==> src/hw/rtl/cpc_pkg.sv <==
package cpc_pkg;

   // Number of CORDIC micro-rotations, one pipeline stage each (8 to 32).
   localparam int ITERATIONS = 16;

   // Port field widths.
   localparam int IN_A_W = 17;
   localparam int IN_B_W = 16;
   localparam int OUT_W  = 17;

   // Datapath: coordinates carry GUARD extra fraction bits, angles are binary
   // angle units with 2^32 per turn plus one bit of headroom.
   localparam int GUARD = 12;
   localparam int XY_W  = 32;
   localparam int Z_W   = 33;

   localparam logic signed [Z_W-1:0] HALF_TURN    = 33'sh0_8000_0000;
   localparam logic signed [Z_W-1:0] QUARTER_TURN = 33'sh0_4000_0000;

   // Arctangent of 2^-i in binary angle units.
   localparam logic [31:0] ATAN_BAM [32] = '{
      32'h20000000, 32'h12E4051E, 32'h09FB385B, 32'h051111D4, 32'h028B0D43, 32'h0145D7E1,
      32'h00A2F61E, 32'h00517C55, 32'h0028BE53, 32'h00145F2F, 32'h000A2F98, 32'h000517CC,
      32'h00028BE6, 32'h000145F3, 32'h0000A2FA, 32'h0000517D, 32'h000028BE, 32'h0000145F,
      32'h00000A30, 32'h00000518, 32'h0000028C, 32'h00000146, 32'h000000A3, 32'h00000051,
      32'h00000029, 32'h00000014, 32'h0000000A, 32'h00000005, 32'h00000003, 32'h00000001,
      32'h00000001, 32'h00000000
   };

   typedef enum logic {
      MODE_TO_POLAR = 1'b0,
      MODE_TO_CART  = 1'b1
   } mode_type;

   // One item as it travels through the rotation stages.
   typedef struct packed {
      logic                   valid;
      mode_type               mode;
      logic                   zero;
      logic signed [XY_W-1:0] x;
      logic signed [XY_W-1:0] y;
      logic signed [Z_W-1:0]  z;
   } cordic_type;

endpackage

==> src/hw/rtl/cpc_out_fifo.sv <==
module cpc_out_fifo
   import cpc_pkg::*;
(
   input  logic                    clock,
   input  logic                    reset,
   input  logic                    push,
   input  logic signed [OUT_W-1:0] push_first,
   input  logic signed [OUT_W-1:0] push_second,
   output logic                    full,
   output logic                    out_valid,
   input  logic                    out_ready,
   output logic signed [OUT_W-1:0] out_first,
   output logic signed [OUT_W-1:0] out_second
);

   logic signed [OUT_W-1:0] first_ff  [2];
   logic signed [OUT_W-1:0] second_ff [2];
   logic                    wr_ptr_ff;
   logic                    wr_ptr_in;
   logic                    rd_ptr_ff;
   logic                    rd_ptr_in;
   logic [1:0]              count_ff;
   logic [1:0]              count_in;
   logic                    pop;

   assign full       = (count_ff == 2'd2);
   assign out_valid  = (count_ff != 2'd0);
   assign pop        = out_valid && out_ready;
   assign out_first  = first_ff[rd_ptr_ff];
   assign out_second = second_ff[rd_ptr_ff];

   always_comb begin
      wr_ptr_in = push ? !wr_ptr_ff : wr_ptr_ff;
      rd_ptr_in = pop ? !rd_ptr_ff : rd_ptr_ff;
      count_in  = count_ff + {1'b0, push} - {1'b0, pop};
   end

   always_ff @(posedge clock) begin
      if (reset) begin
         wr_ptr_ff <= 1'b0;
         rd_ptr_ff <= 1'b0;
         count_ff  <= 2'd0;
      end else begin
         wr_ptr_ff <= wr_ptr_in;
         rd_ptr_ff <= rd_ptr_in;
         count_ff  <= count_in;
      end
   end

   always_ff @(posedge clock) begin
      if (push) begin
         first_ff[wr_ptr_ff]  <= push_first;
         second_ff[wr_ptr_ff] <= push_second;
      end
   end

   assert property (@(posedge clock) disable iff (reset) push |-> !full)
      else $error("cpc_out_fifo: write into a full buffer");

   assert property (@(posedge clock) disable iff (reset)
      (push && !pop) |=> count_ff == $past(count_ff) + 2'd1)
      else $error("cpc_out_fifo: fill level did not rise on a write");

endmodule

==> config.mk <==
export PLATFORM = sky130hd
export DESIGN_NAME = cpc_out_fifo
export DESIGN_NICKNAME = d
export VERILOG_FILES = /design/src/hw/rtl/cpc_pkg.sv /design/src/hw/rtl/cpc_out_fifo.sv
export SDC_FILE = /design/constraint.sdc
export NUM_CORES = 1
export LEC_CHECK = 0
export ABC_AREA = 0
export BUFFER_PORTS_ARGS = -buffer_cell sky130_fd_sc_hd__buf_4
export CAP_MARGIN = 10
export CORE_MARGIN = 2
export CORE_UTILIZATION = 25
export DETAILED_ROUTE_END_ITERATION = 12
export MAX_ROUTING_LAYER = met4
export PLACE_DENSITY = 0.41
export SYNTH_ARGS = -nofsm -noshare
export SYNTH_HDL_FRONTEND = slang
export SYNTH_SLANG_ARGS = --single-unit
==> constraint.sdc <==
create_clock -name clock -period 4.2 [get_ports clock]
set_input_delay 1.26 -clock clock [delete_from_list [all_inputs] [get_ports clock]]
set_output_delay 1.26 -clock clock [all_outputs]
set_load 0.02 [all_outputs]
==> Yosys cells after proc, flatten, opt, wreduce, memory -nomap -nowiden <==
Memory sizes are Yosys's and may differ from the RTL's. A register that Yosys moved wholly into a read port is not among the register bits.
Cells that the tools add are included.
{ "totals": {"ff_bits": 4, "memories": 2, "mem_bits_ro": 0, "latchBits": 0, "mem_bits_rw": 68} }
{ "memory_table": {"columns": ["memory", "words", "width", "rd", "rd_clocked_by_memory_dff", "write_ports", "line", "source"], "rows": [
  ["first_ff", 2, 17, 1, 1, 1, "cpc_out_fifo.sv:16", "logic signed [OUT_W-1:0] first_ff [2];"],
  ["second_ff", 2, 17, 1, 1, 1, "cpc_out_fifo.sv:17", "logic signed [OUT_W-1:0] second_ff [2];"]
]} }
{ "classes": {"mul": 0, "order_cmp": 0, "n_div": 0, "n_shift": 0, "reduce_logical": 4, "mux": 6, "bitwise_logic": 0, "n_eq_ne": 1, "add_sub_neg": 2} }
{ "op_table": {"columns": ["cell", "count"], "rows": [
  ["1-bit 2-to-1 mux", 6],
  ["2-bit by 1-bit adder with 2-bit output", 1],
  ["2-bit == test, second input constant", 1],
  ["1-bit logical NOT", 2],
  ["2-bit nonzero test", 1],
  ["2-bit by 1-bit subtractor with 2-bit output", 1],
  ["1-bit logical AND", 1]
]} }

==> Longest topological paths before layout <==
{ "logic_depth": {"ltp_word": 4, "depth_mapped": 6, "depth_no_buf": 6} }

==> Least setup slack after synthesis <==
Ideal clock, no wire load.
{ "synth_timing": {"path_kind": "in2reg", "startpoint": "in push", "endpoint": "mem first_ff[0][0] (enable)", "stages": 1, "required_time_ns": 3.771, "arrival_time_ns": 2.793, "slack_ns": 0.978, "setup_time_ns": 0.429, "path_cell_list": "nor2b_1"} }
{ "synth_via": {"elab_chain_cells": 2} }
{ "synth_lines": {"columns": ["element", "line", "source"], "rows": [
  ["start, declared", "cpc_out_fifo.sv:6", "input logic push,"],
  ["1-bit 2-to-1 mux", "cpc_out_fifo.sv:51", "if (push) begin"],
  ["1-bit 2-to-1 mux (not written as such)", "cpc_out_fifo.sv:52", "first_ff[wr_ptr_ff] <= push_first;"],
  ["end, declared", "cpc_out_fifo.sv:16", null]
]} }
No other way between the ends.

==> impl_results.md <==
- Via density: 3.94
- Largest cells by area after synthesis: edfxtp_1, mux2_2, dfxtp_1
- # hold bufs at CTS: 0
- Setup TNS Final: 0 ns
- Fin crit share: 74.6%
- I/O Pins: 74
- Fillers: 1077
- Pins over their slew limit: 0
- Slowest cell on crit path: dfxtp_2
- Critical Path Sink Type: output port
- Initial core utilization: 25.3%
- CTS tree: done
- Worst path top cell family by delay: flip-flops
- Antenna violations before repair: 0
- First-pass GRT wire length: 7.56 mm
- Port bufs: 73
- Post-route DRC: 0
- Setup Fix Bufs, Post-CTS: 0
- WP buf/inv: 1
- Nets: 251
- Cell total after placement: 340
- Seq/Total Area, Yosys: 78.7%
- Die height: 108 µm
- Synth warn: 0
- DIE AREA: 11700 µm²
- Actual slew at the worst max-slew pin: 0.918 ns
- Critical path class: register to output port
- Pleak: 1.36 nW
- Syn Area/Cell: 21.1 µm²
- Clk root buf: clkbuf_8
- Diode count: 0
- Vias in the first global route: 1503
- Final hold vios: 0
- Worst-skew pair later-pin latency: 0.33 ns
- Count of cells resized by post-cts repair: 0
- Status: finished clean
- Multi-input gate area: 534 µm²
- Core area: 10700 µm²
- Largest net degree at the start of global routing: 35
- GR Overflow Total: 0
- DRT Pass-1 Iters: 4
- Register area: 2140 µm²
- Cell variety after synth: 14
- Global Route Usage Sum: 9.25%
- Clock-pin slew on the worst setup and hold paths: 0.07 ns
- Post-synth EDFFs: 68
- WP data required: 2.94 ns
- Top cells by count, synth: edfxtp_1, mux2_2, dfxtp_1
- Tightest Hold Check Type: register to register
- Total CTS buffers: 9
- Max-Cap Viols: 0
- RSZ-0062 raised after global routing: no
- CP Launch Type: register
- Worst EP arrival: 1.87 ns
- Final WL: 5.13 mm
- Final Skew: 0.00718 ns
- Power Density: 541 nW/µm²
- Routed Antenna Nets: 0
- DR WL/cell: 14.4 µm
- Crit-path max FO: 34
- Achievable Freq: 0.319 GHz
- CTS Sinks: 73
- Synth top area share: 75.1%
- Cell chain of the critical path: mux2_2 > buf_4
- Total power: 1.96 mW
- Clock period minus worst slack: 3.13 ns
- Layout Cells excl Fill: 356
- Min Hold Slack: 0.580 ns
- Async SR Flop Fraction: 0%
- Post-synth net total: 169
- Gpl congestion: 0.658
- Register bit total from synthesis: 73
- Via count: 1401
- Final setup vio count: 0
- CTS Buffer Depth: 2
- Mapped Cells: 129
- Maximum vdd drop: 0.216 mV
- HPWL after DPL: 3.23 mm
- Slew Limit Headroom: 38.8%
- Mapped Area: 2720 µm²
- Synth area leader: edfxtp_1
- Top-count cell post-synth: edfxtp_1
- CP peak stage delay: 0.94 ns
- DRT iter0 DRCs: 21
- Site row count: 38
- H-tree Lvls: 3
- Layout cell share with drive strength beyond 1: 59.7%
- Die width: 108 µm
- Ys flop type: edfxtp_1
- Area Overhead vs Synth: 33.5%
cell type report:
type                       instances  area share [%]
multi-input combinational         50            14.7
tap                              140            4.82
clock inverter                     7            2.34
sequential                        73            59.0
inverter                           2           0.207
timing repair buffer              75            15.5
clock buffer                       9            3.41
cells in the final DEF (no fill, tap or decap), types with 3 or more instances in the layout:
cell      instances
clkbuf_8          9
mux2_2           34
nor2b_1           3
nor2_1            3
edfxtp_1         68
buf_4            75
dfxtp_1           4
logic make-up (layout without fill, tap and decap cells):
group / count (synthesis) / count (layout) / synth area share, %
fa+ha+maj: 2 / 2 / 0.920
simple gates: 9 / 9 / 1.79
buf+inv: 6 / 93 / 1.93
mux: 36 / 36 / 15.2
xor+xnor: 2 / 2 / 1.15
compound gates: 1 / 1 / 0.276
flops: 73 / 73 / 78.7
worst paths after layout:
check,startpoint,to,slack (ns),depth (start not counted)
hold reg to reg,wr_ptr_ff,wr_ptr_ff,0.58,2
setup / recovery,register,out_first[14],1.07,2
setup reg to reg,wr_ptr_ff,second_ff[1][7],2.64,1
hold / removal,wr_ptr_ff,wr_ptr_ff,0.58,2
report_power, final:
| group | leakage (nW) | total [mW] | switching [mW] | internal, mW |
|---|---|---|---|---|
| registers | 0.680 | 0.918 | 0.0607 | 0.857 |
| logic | 0.573 | 0.469 | 0.213 | 0.255 |
| clock network | 0.104 | 0.577 | 0.249 | 0.328 |
stage by stage:
step / area (µm²) / utilization, % / worst slack (ns)
3_3_place_gp: 3420 / 31.9 / 1.35
6_report: 3630 / 33.8 / 1.07
3_5_place_dp: 3420 / 31.9 / 1.37
4_1_cts: 3630 / 33.8 / 0.987
2_1_floorplan: 2720 / - / 0.978
5_1_grt: 3630 / 33.8 / 0.955
state kept, by name (all words and copies together), names as in the netlist, named ones only:
signal and cells:
second_ff 34, rd_ptr_ff 1, count_ff 2, wr_ptr_ff 1, first_ff 34
tightest hold or removal path: cells and delay by family (launching register included):
| family | cells | cell delay [ns] |
|---|---|---|
| xor gates and xnor gates | 1 | 0.16 |
| and+or+nand+nor | 1 | 0.03 |
| DFF | 1 | 0.35 |
routing by layer:
metal / wire length (µm) / global-route usage [%] / vias to the layer above
met4: 88 / 4.12 / 0
met1: 2170 / 9.77 / 671
met3: 523 / 4.52 / 10
met5: 0 / - / -
met2: 2340 / 14.7 / 63
li1: - / - / 657
No activity file was read; power rests on OpenSTA's default activity.
