<file path="src/hw/rtl/cpc_pkg.sv">
package cpc_pkg;

   // Number of CORDIC micro-rotations, one pipeline stage each (8 to 32).
   localparam int ITERATIONS = 16;

   // Port field widths.
   localparam int IN_A_W = 17;
   localparam int IN_B_W = 16;
   localparam int OUT_W  = 17;

   // Datapath: coordinates carry GUARD extra fraction bits, angles are binary
   // angle units with 2^32 per turn plus one bit of headroom.
   localparam int GUARD = 12;
   localparam int XY_W  = 32;
   localparam int Z_W   = 33;

   localparam logic signed [Z_W-1:0] HALF_TURN    = 33'sh0_8000_0000;
   localparam logic signed [Z_W-1:0] QUARTER_TURN = 33'sh0_4000_0000;

   // Arctangent of 2^-i in binary angle units.
   localparam logic [31:0] ATAN_BAM [32] = '{
      32'h20000000, 32'h12E4051E, 32'h09FB385B, 32'h051111D4, 32'h028B0D43, 32'h0145D7E1,
      32'h00A2F61E, 32'h00517C55, 32'h0028BE53, 32'h00145F2F, 32'h000A2F98, 32'h000517CC,
      32'h00028BE6, 32'h000145F3, 32'h0000A2FA, 32'h0000517D, 32'h000028BE, 32'h0000145F,
      32'h00000A30, 32'h00000518, 32'h0000028C, 32'h00000146, 32'h000000A3, 32'h00000051,
      32'h00000029, 32'h00000014, 32'h0000000A, 32'h00000005, 32'h00000003, 32'h00000001,
      32'h00000001, 32'h00000000
   };

   typedef enum logic {
      MODE_TO_POLAR = 1'b0,
      MODE_TO_CART  = 1'b1
   } mode_type;

   // One item as it travels through the rotation stages.
   typedef struct packed {
      logic                   valid;
      mode_type               mode;
      logic                   zero;
      logic signed [XY_W-1:0] x;
      logic signed [XY_W-1:0] y;
      logic signed [Z_W-1:0]  z;
   } cordic_type;

endpackage

</file>
<file path="src/hw/rtl/cpc_cordic.sv">
module cpc_cordic
   import cpc_pkg::*;
(
   input  logic       clock,
   input  logic       reset,
   input  logic       en,
   input  cordic_type stage_in,
   output cordic_type stage_out
);

   cordic_type src      [ITERATIONS];
   cordic_type stage_ff [ITERATIONS];

   for (genvar k = 0; k < ITERATIONS; k++) begin : g_iter
      cordic_type             stage_in_k;
      logic signed [XY_W-1:0] xs;
      logic signed [XY_W-1:0] ys;
      logic signed [Z_W-1:0]  atan_k;
      logic                   d;

      if (k == 0) begin : g_first
         assign src[k] = stage_in;
      end else begin : g_rest
         assign src[k] = stage_ff[k-1];
      end

      // Vectoring drives y toward zero, rotation drives z toward zero; both
      // reduce to the same add/subtract pattern once the direction is chosen.
      always_comb begin
         xs     = $signed(src[k].x) >>> k;
         ys     = $signed(src[k].y) >>> k;
         atan_k = $signed({1'b0, ATAN_BAM[k]});
         d      = (src[k].mode == MODE_TO_POLAR) ? !src[k].y[XY_W-1] : src[k].z[Z_W-1];
         stage_in_k = src[k];
         if (d) begin
            stage_in_k.x = src[k].x + ys;
            stage_in_k.y = src[k].y - xs;
            stage_in_k.z = src[k].z + atan_k;
         end else begin
            stage_in_k.x = src[k].x - ys;
            stage_in_k.y = src[k].y + xs;
            stage_in_k.z = src[k].z - atan_k;
         end
      end

      always_ff @(posedge clock) begin
         if (reset) begin
            stage_ff[k].valid <= 1'b0;
         end else if (en) begin
            stage_ff[k] <= stage_in_k;
         end
      end
   end

   assign stage_out = stage_ff[ITERATIONS-1];

   // In vectoring the x coordinate starts non-negative and only grows.
   assert property (@(posedge clock) disable iff (reset)
      (stage_out.valid && stage_out.mode == MODE_TO_POLAR) |-> !stage_out.x[XY_W-1])
      else $error("cpc_cordic: negative x after vectoring");

endmodule

</file>
<file path="config.mk">
export PLATFORM = sky130hd
export DESIGN_NAME = cpc_cordic
export DESIGN_NICKNAME = d
export VERILOG_FILES = /design/src/hw/rtl/cpc_pkg.sv /design/src/hw/rtl/cpc_cordic.sv
export SDC_FILE = /design/constraint.sdc
export NUM_CORES = 2
export LEC_CHECK = 0
export ABC_CLOCK_PERIOD_IN_PS = 68000
export BUFFER_PORTS_ARGS = -buffer_cell sky130_fd_sc_hd__buf_4
export CAP_MARGIN = 20
export CORE_AREA = 2 2 514 771
export CTS_CLUSTER_DIAMETER = 120
export DETAILED_ROUTE_END_ITERATION = 12
export DIE_AREA = 0 0 516 773
export PLACE_DENSITY = 0.61
export SYNTH_ARGS = -nofsm -noshare
export SYNTH_HDL_FRONTEND = slang
export SYNTH_SLANG_ARGS = --single-unit
</file>
<file path="constraint.sdc">
create_clock -name clock -period 68 [get_ports clock]
set_input_delay 6.8 -clock clock [delete_from_list [all_inputs] [get_ports clock]]
set_output_delay 6.8 -clock clock [all_outputs]
set_load 0.03 [all_outputs]
</file>
## Yosys cells after proc, flatten, opt, wreduce, memory -nomap -nowiden

Memories as Yosys holds them, arrays and structs flattened.
Index checks and enable logic that the tools add are counted.

| operators by class | value |
|---|---|
| mux-type cells | 53 |
| add/sub/neg operators | 95 |
| reduce and logical (&&, ||, !) cells | 16 |
| bitwise logic cells | 16 |

Operators with widths:

| operator | number |
|---|---|
| 97-bit 2-to-1 mux | 16 |
| 32-bit by 17-bit adder with 32-bit output | 2 |
| 32-bit by 18-bit adder with 32-bit output | 2 |
| 32-bit by 19-bit adder with 32-bit output | 2 |
| 32-bit by 20-bit adder with 32-bit output | 2 |
| 32-bit by 21-bit adder with 32-bit output | 2 |
| 32-bit by 22-bit adder with 32-bit output | 2 |
| 32-bit by 23-bit adder with 32-bit output | 2 |
| 32-bit by 24-bit adder with 32-bit output | 2 |
| 32-bit by 25-bit adder with 32-bit output | 2 |
| 32-bit by 26-bit adder with 32-bit output | 2 |
| 32-bit by 27-bit adder with 32-bit output | 2 |
| 32-bit by 28-bit adder with 32-bit output | 2 |
| 32-bit by 29-bit adder with 32-bit output | 2 |
| 32-bit by 30-bit adder with 32-bit output | 2 |
| 32-bit by 31-bit adder with 32-bit output | 2 |
| 32-bit by 17-bit subtractor with 32-bit output | 2 |
| 32-bit by 18-bit subtractor with 32-bit output | 2 |
| 32-bit by 19-bit subtractor with 32-bit output | 2 |
| 32-bit by 20-bit subtractor with 32-bit output | 2 |
| 32-bit by 21-bit subtractor with 32-bit output | 2 |
| 32-bit by 22-bit subtractor with 32-bit output | 2 |
| 32-bit by 23-bit subtractor with 32-bit output | 2 |
| 32-bit by 24-bit subtractor with 32-bit output | 2 |
| 44 further kinds | 118 |

| storage, ports and cells | value |
|---|---|
| output and inout port bits | 100 |
| bits of input ports | 103 |
| word-level logic and storage cells | 181 |
| register bits | 0 |
| memories kept | 1 |
| bits in writable memories | 1600 |

Memory list:

| name | words | width | read ports | clocked after Yosys merged registers in | write ports | line | text |
|---|---|---|---|---|---|---|---|
| stage_ff | 16 | 100 | 16 | 0 | 16 | cpc_cordic.sv:12 | `cordic_type stage_ff [ITERATIONS];` |

## Depth between registers and ports, before layout

| depth | value |
|---|---|
| depth in word-level cells | 4 |
| gate-level depth with buffers | 22 |
| depth with buffers taken out | 22 |

## Least setup slack after synthesis

No wires, ideal clock.

| timing path | value |
|---|---|
| path kind | input -> register |
| start point | input en |
| end point | memory stage_ff[0][199] in the netlist's numbering (data pin) |
| stages | 3 |
| required time | 67.629 ns |
| arrival time | 52.306 ns |
| buffers on the path | 1 |
| library setup time | 0.371 ns |
| slack | 15.323 ns |
| cells stage by stage | nor2b_1 -> clkbuf_1 -> and2_1 |

RTL lines:

| what | line | text |
|---|---|---|
| start: declaration | cpc_cordic.sv:6 | `input logic en,` |
| end: declaration | cpc_cordic.sv:12 |  |

==> results.py <==
metrics = {
    "timing": {
        "hold_ws_ps": 418,
        "fin_crit_sh_pct": 15.9,
        "tns_ps": 0,
        "clock_skew_ps": 82.6,
        "setup_viol": 0,
        "rsz0062_at_grt": "false",
        "hold_violations": 0,
        "drv_slew": 0,
        "min_period_ps": 10790,
        "worst_pin_slew_ps": 1310,
        "maxClockFrequency_mhz": 92.6,
        "relSlewSlack_pct": 12.3,
    },
    "clocking": {
        "clk_latency_ps": 930,
        "htreeDepth": 4,
        "cts_setup_buffers": 0,
        "clock-sinks": 1599,
        "ctsHoldBuffers": 0,
        "cts_repair_resize_count": 0,
        "cts_tree": "built",
        "clkTransAtPathRegs_ps": 60,
        "cts-root-buf": "clkbuf_16",
        "numCtsBuffers": 187,
        "clock_path_buffers": 4,
    },
    "cells_and_area": {
        "largest_register_ffs": 1599,
        "fin_util_pct": 38.4,
        "fill_cells": 39310,
        "drive_above_1_share_pct": 5.40,
        "nets": 16202,
        "largestRegisters": "stage_ff: 1599 flops",
        "design_area_sq_um": 151000,
        "area_delta_synth_final_pct": 10.2,
        "top_register": "stage_ff",
    },
    "worst_setup_path": {
        "critPathMaxFanout": 207,
        "critPathArrivalTime_ps": 11320,
        "r2r_start": "stage_ff[0][464]$_DFFE_PP_",
        "cp.depth": 8,
        "crit_path_start": "reset",
        "r2r_end": "stage_ff[0][593]$_DFFE_PP_",
        "r2r_slack_ps": 61400,
        "cp-endpoint": "stage_ff[0][321]$_DFFE_PP_",
        "path_class": "in2reg",
        "slowest_stage": "buf_12",
        "max_stage_delay_ps": 820,
        "cp_top_family": "buffers and inverters",
        "crit_top_cell": "buf_4",
        "path_buf_inv": 7,
        "critPathRequiredTime_ps": 68530,
        "path_cells": "buf_4, nor2b_4, buf_4, buf_12, buf_4, buf_4, buf_12, buf_12",
        "startpoint_type": "primary input",
        "endpoint_kind": "flip-flop",
        "ff2ff_path_depth": 17,
    },
    "place": {
        "place_area_sq_um": 144000,
        "routabilityCongestion": 0.989,
        "portBuffers": 202,
        "detailed_place_hpwl_mm": 308,
    },
    "synthesis": {
        "synth_top_area_share_pct": 35.1,
        "synthMostInstantiatedCell": "ha_1",
        "synthArstFlopShare_pct": 0,
        "synth_area_leaders": "edfxtp_1 (35%), ha_1 (15%), xnor2_1 (8.3%), a21oi_1 (5.6%), xor2_1 (4.6%)",
        "synth_seq_area_share_pct": 35.1,
        "synthCells": 14230,
        "ys.flop_type": "edfxtp_1",
        "synth_edf_count": 1599,
        "syn_nets": 15996,
        "avgSynthCellArea_sq_um": 9.61,
        "ys_types": 108,
        "yosysTopAreaCell": "edfxtp_1",
        "synth_area_sq_um": 137000,
        "synth_common_cells": "ha_1 (1614), edfxtp_1 (1599), a21oi_1 (1542)",
        "yosys_warnings": 0,
        "ys_seq_elements": 1599,
    },
    "detailed_routing": {
        "vias": 104886,
        "dr.pass1.iters": 5,
        "drtAntennaViolNets": 0,
        "route.final.wire_length_mm": 378,
        "drc": 0,
        "viasPerCell": 5.28,
        "routedWlPerCell_um": 19.0,
        "drt-initial-drc-count": 4298,
    },
    "floorplan": {
        "fp-row-count": 282,
        "io_pins": 203,
        "core_area_sq_um": 392000,
        "die_w_um": 516,
        "initial_core_util_pct": 34.8,
        "die-area_sq_um": 399000,
        "dieHeight_um": 773,
    },
    "global_routing": {
        "first_global_vias": 106529,
        "antenna_found_initial": 7,
        "globalRouteOverflowTotal": 0,
        "grt_start_max_net_pins": 208,
        "track_usage_pct": 18.3,
        "grt_pass1_wl_mm": 577,
    },
    "run_status": {
        "status": "finished clean",
    },
    "worst_hold_path": {
        "hold_start": "stage_ff[1][597]$_DFFE_PP_",
        "hold_class": "reg2reg",
    },
    "run": {
        "maxCapViolations": 0,
    },
}
[metal layers]
| metal | vias up | track usage, % | wire, um |
|---|---|---|---|
| met5 | - | 0 | 32 |
| met4 | 4 | 17.2 | 41200 |
| li1 | 53230 | - | - |
| met2 | 2067 | 37.6 | 212000 |
| met3 | 1256 | 1.95 | 9570 |
| met1 | 48329 | 14.4 | 116000 |
[logic make-up (layout without fill, tap and decap cells)]
group	Yosys count	count (layout)	synth area share, %
other	0	8	0
AO/OA/AOI/OAI	4490	4490	20.8
adder cells (fa/ha/maj)	1663	1663	15.5
AND/OR/NAND/NOR	3461	3461	12.3
flip-flops	1599	1599	35.1
buffers and inverters	887	1245	2.44
multiplexers	119	119	0.922
XOR/XNOR	2011	2011	12.9
[layout make-up]
cell class	instances	area (sq um)	share of cell area, %
Tap cell	5254	6570	4.37
Multi-Input combinational cell	11744	85400	56.7
Antenna cell	8	20.0	0.0133
Sequential cell	1599	48000	31.9
Clock buffer	216	4890	3.25
Timing Repair Buffer	302	2320	1.54
Inverter	602	2260	1.50
Clock inverter	125	1160	0.771
[stage by stage]
step | worst slack [ps] | cells
finish | 57210 | 19850
global route | 56860 | 19849
CTS | 57260 | 19839
detailed placement | 56240 | 19498
global placement | 56330 | 19497
floorplan | 15320 | 14230
[placed cells by master, fill, tap and decap left out, types with 588 or more instances in the layout]
cell type and n:
a21oi_1 1542, inv_1 588, ha_1 1614, nor2_1 998, edfxtp_1 1599, o21ai_0 733, xnor2_1 1290, xor2_1 721
a21o_1 763, nand2_1 785
[worst min-delay path by stage]
stage	end	slack [ps]	depth (start not counted)
4_1_cts	stage_ff[1][197]$_DFFE_PP_	420	0
3_5_place_dp	stage_ff[0][301]$_DFFE_PP_	400	0
6_report	stage_ff[1][697]$_DFFE_PP_	420	0
5_1_grt	stage_ff[0][301]$_DFFE_PP_	420	0
3_3_place_gp	stage_ff[1][697]$_DFFE_PP_	400	0
2_1_floorplan	stage_ff[0][100]$_DFFE_PP_	400	0
[worst register-to-register path: cells and delay by family (launching register included)]
kind	cells	cell delay, ps
muxes	1	450
buffers and inverters	3	860
adders and majority gates	1	480
xor gates and xnor gates	1	1020
DFF	1	570
and+or+nand+nor	1	180
AOI/OAI and AO/OA	10	2700
Power is not shown: default switching activity piles up to over one toggle a cycle in this logic, so the estimate is an artifact.
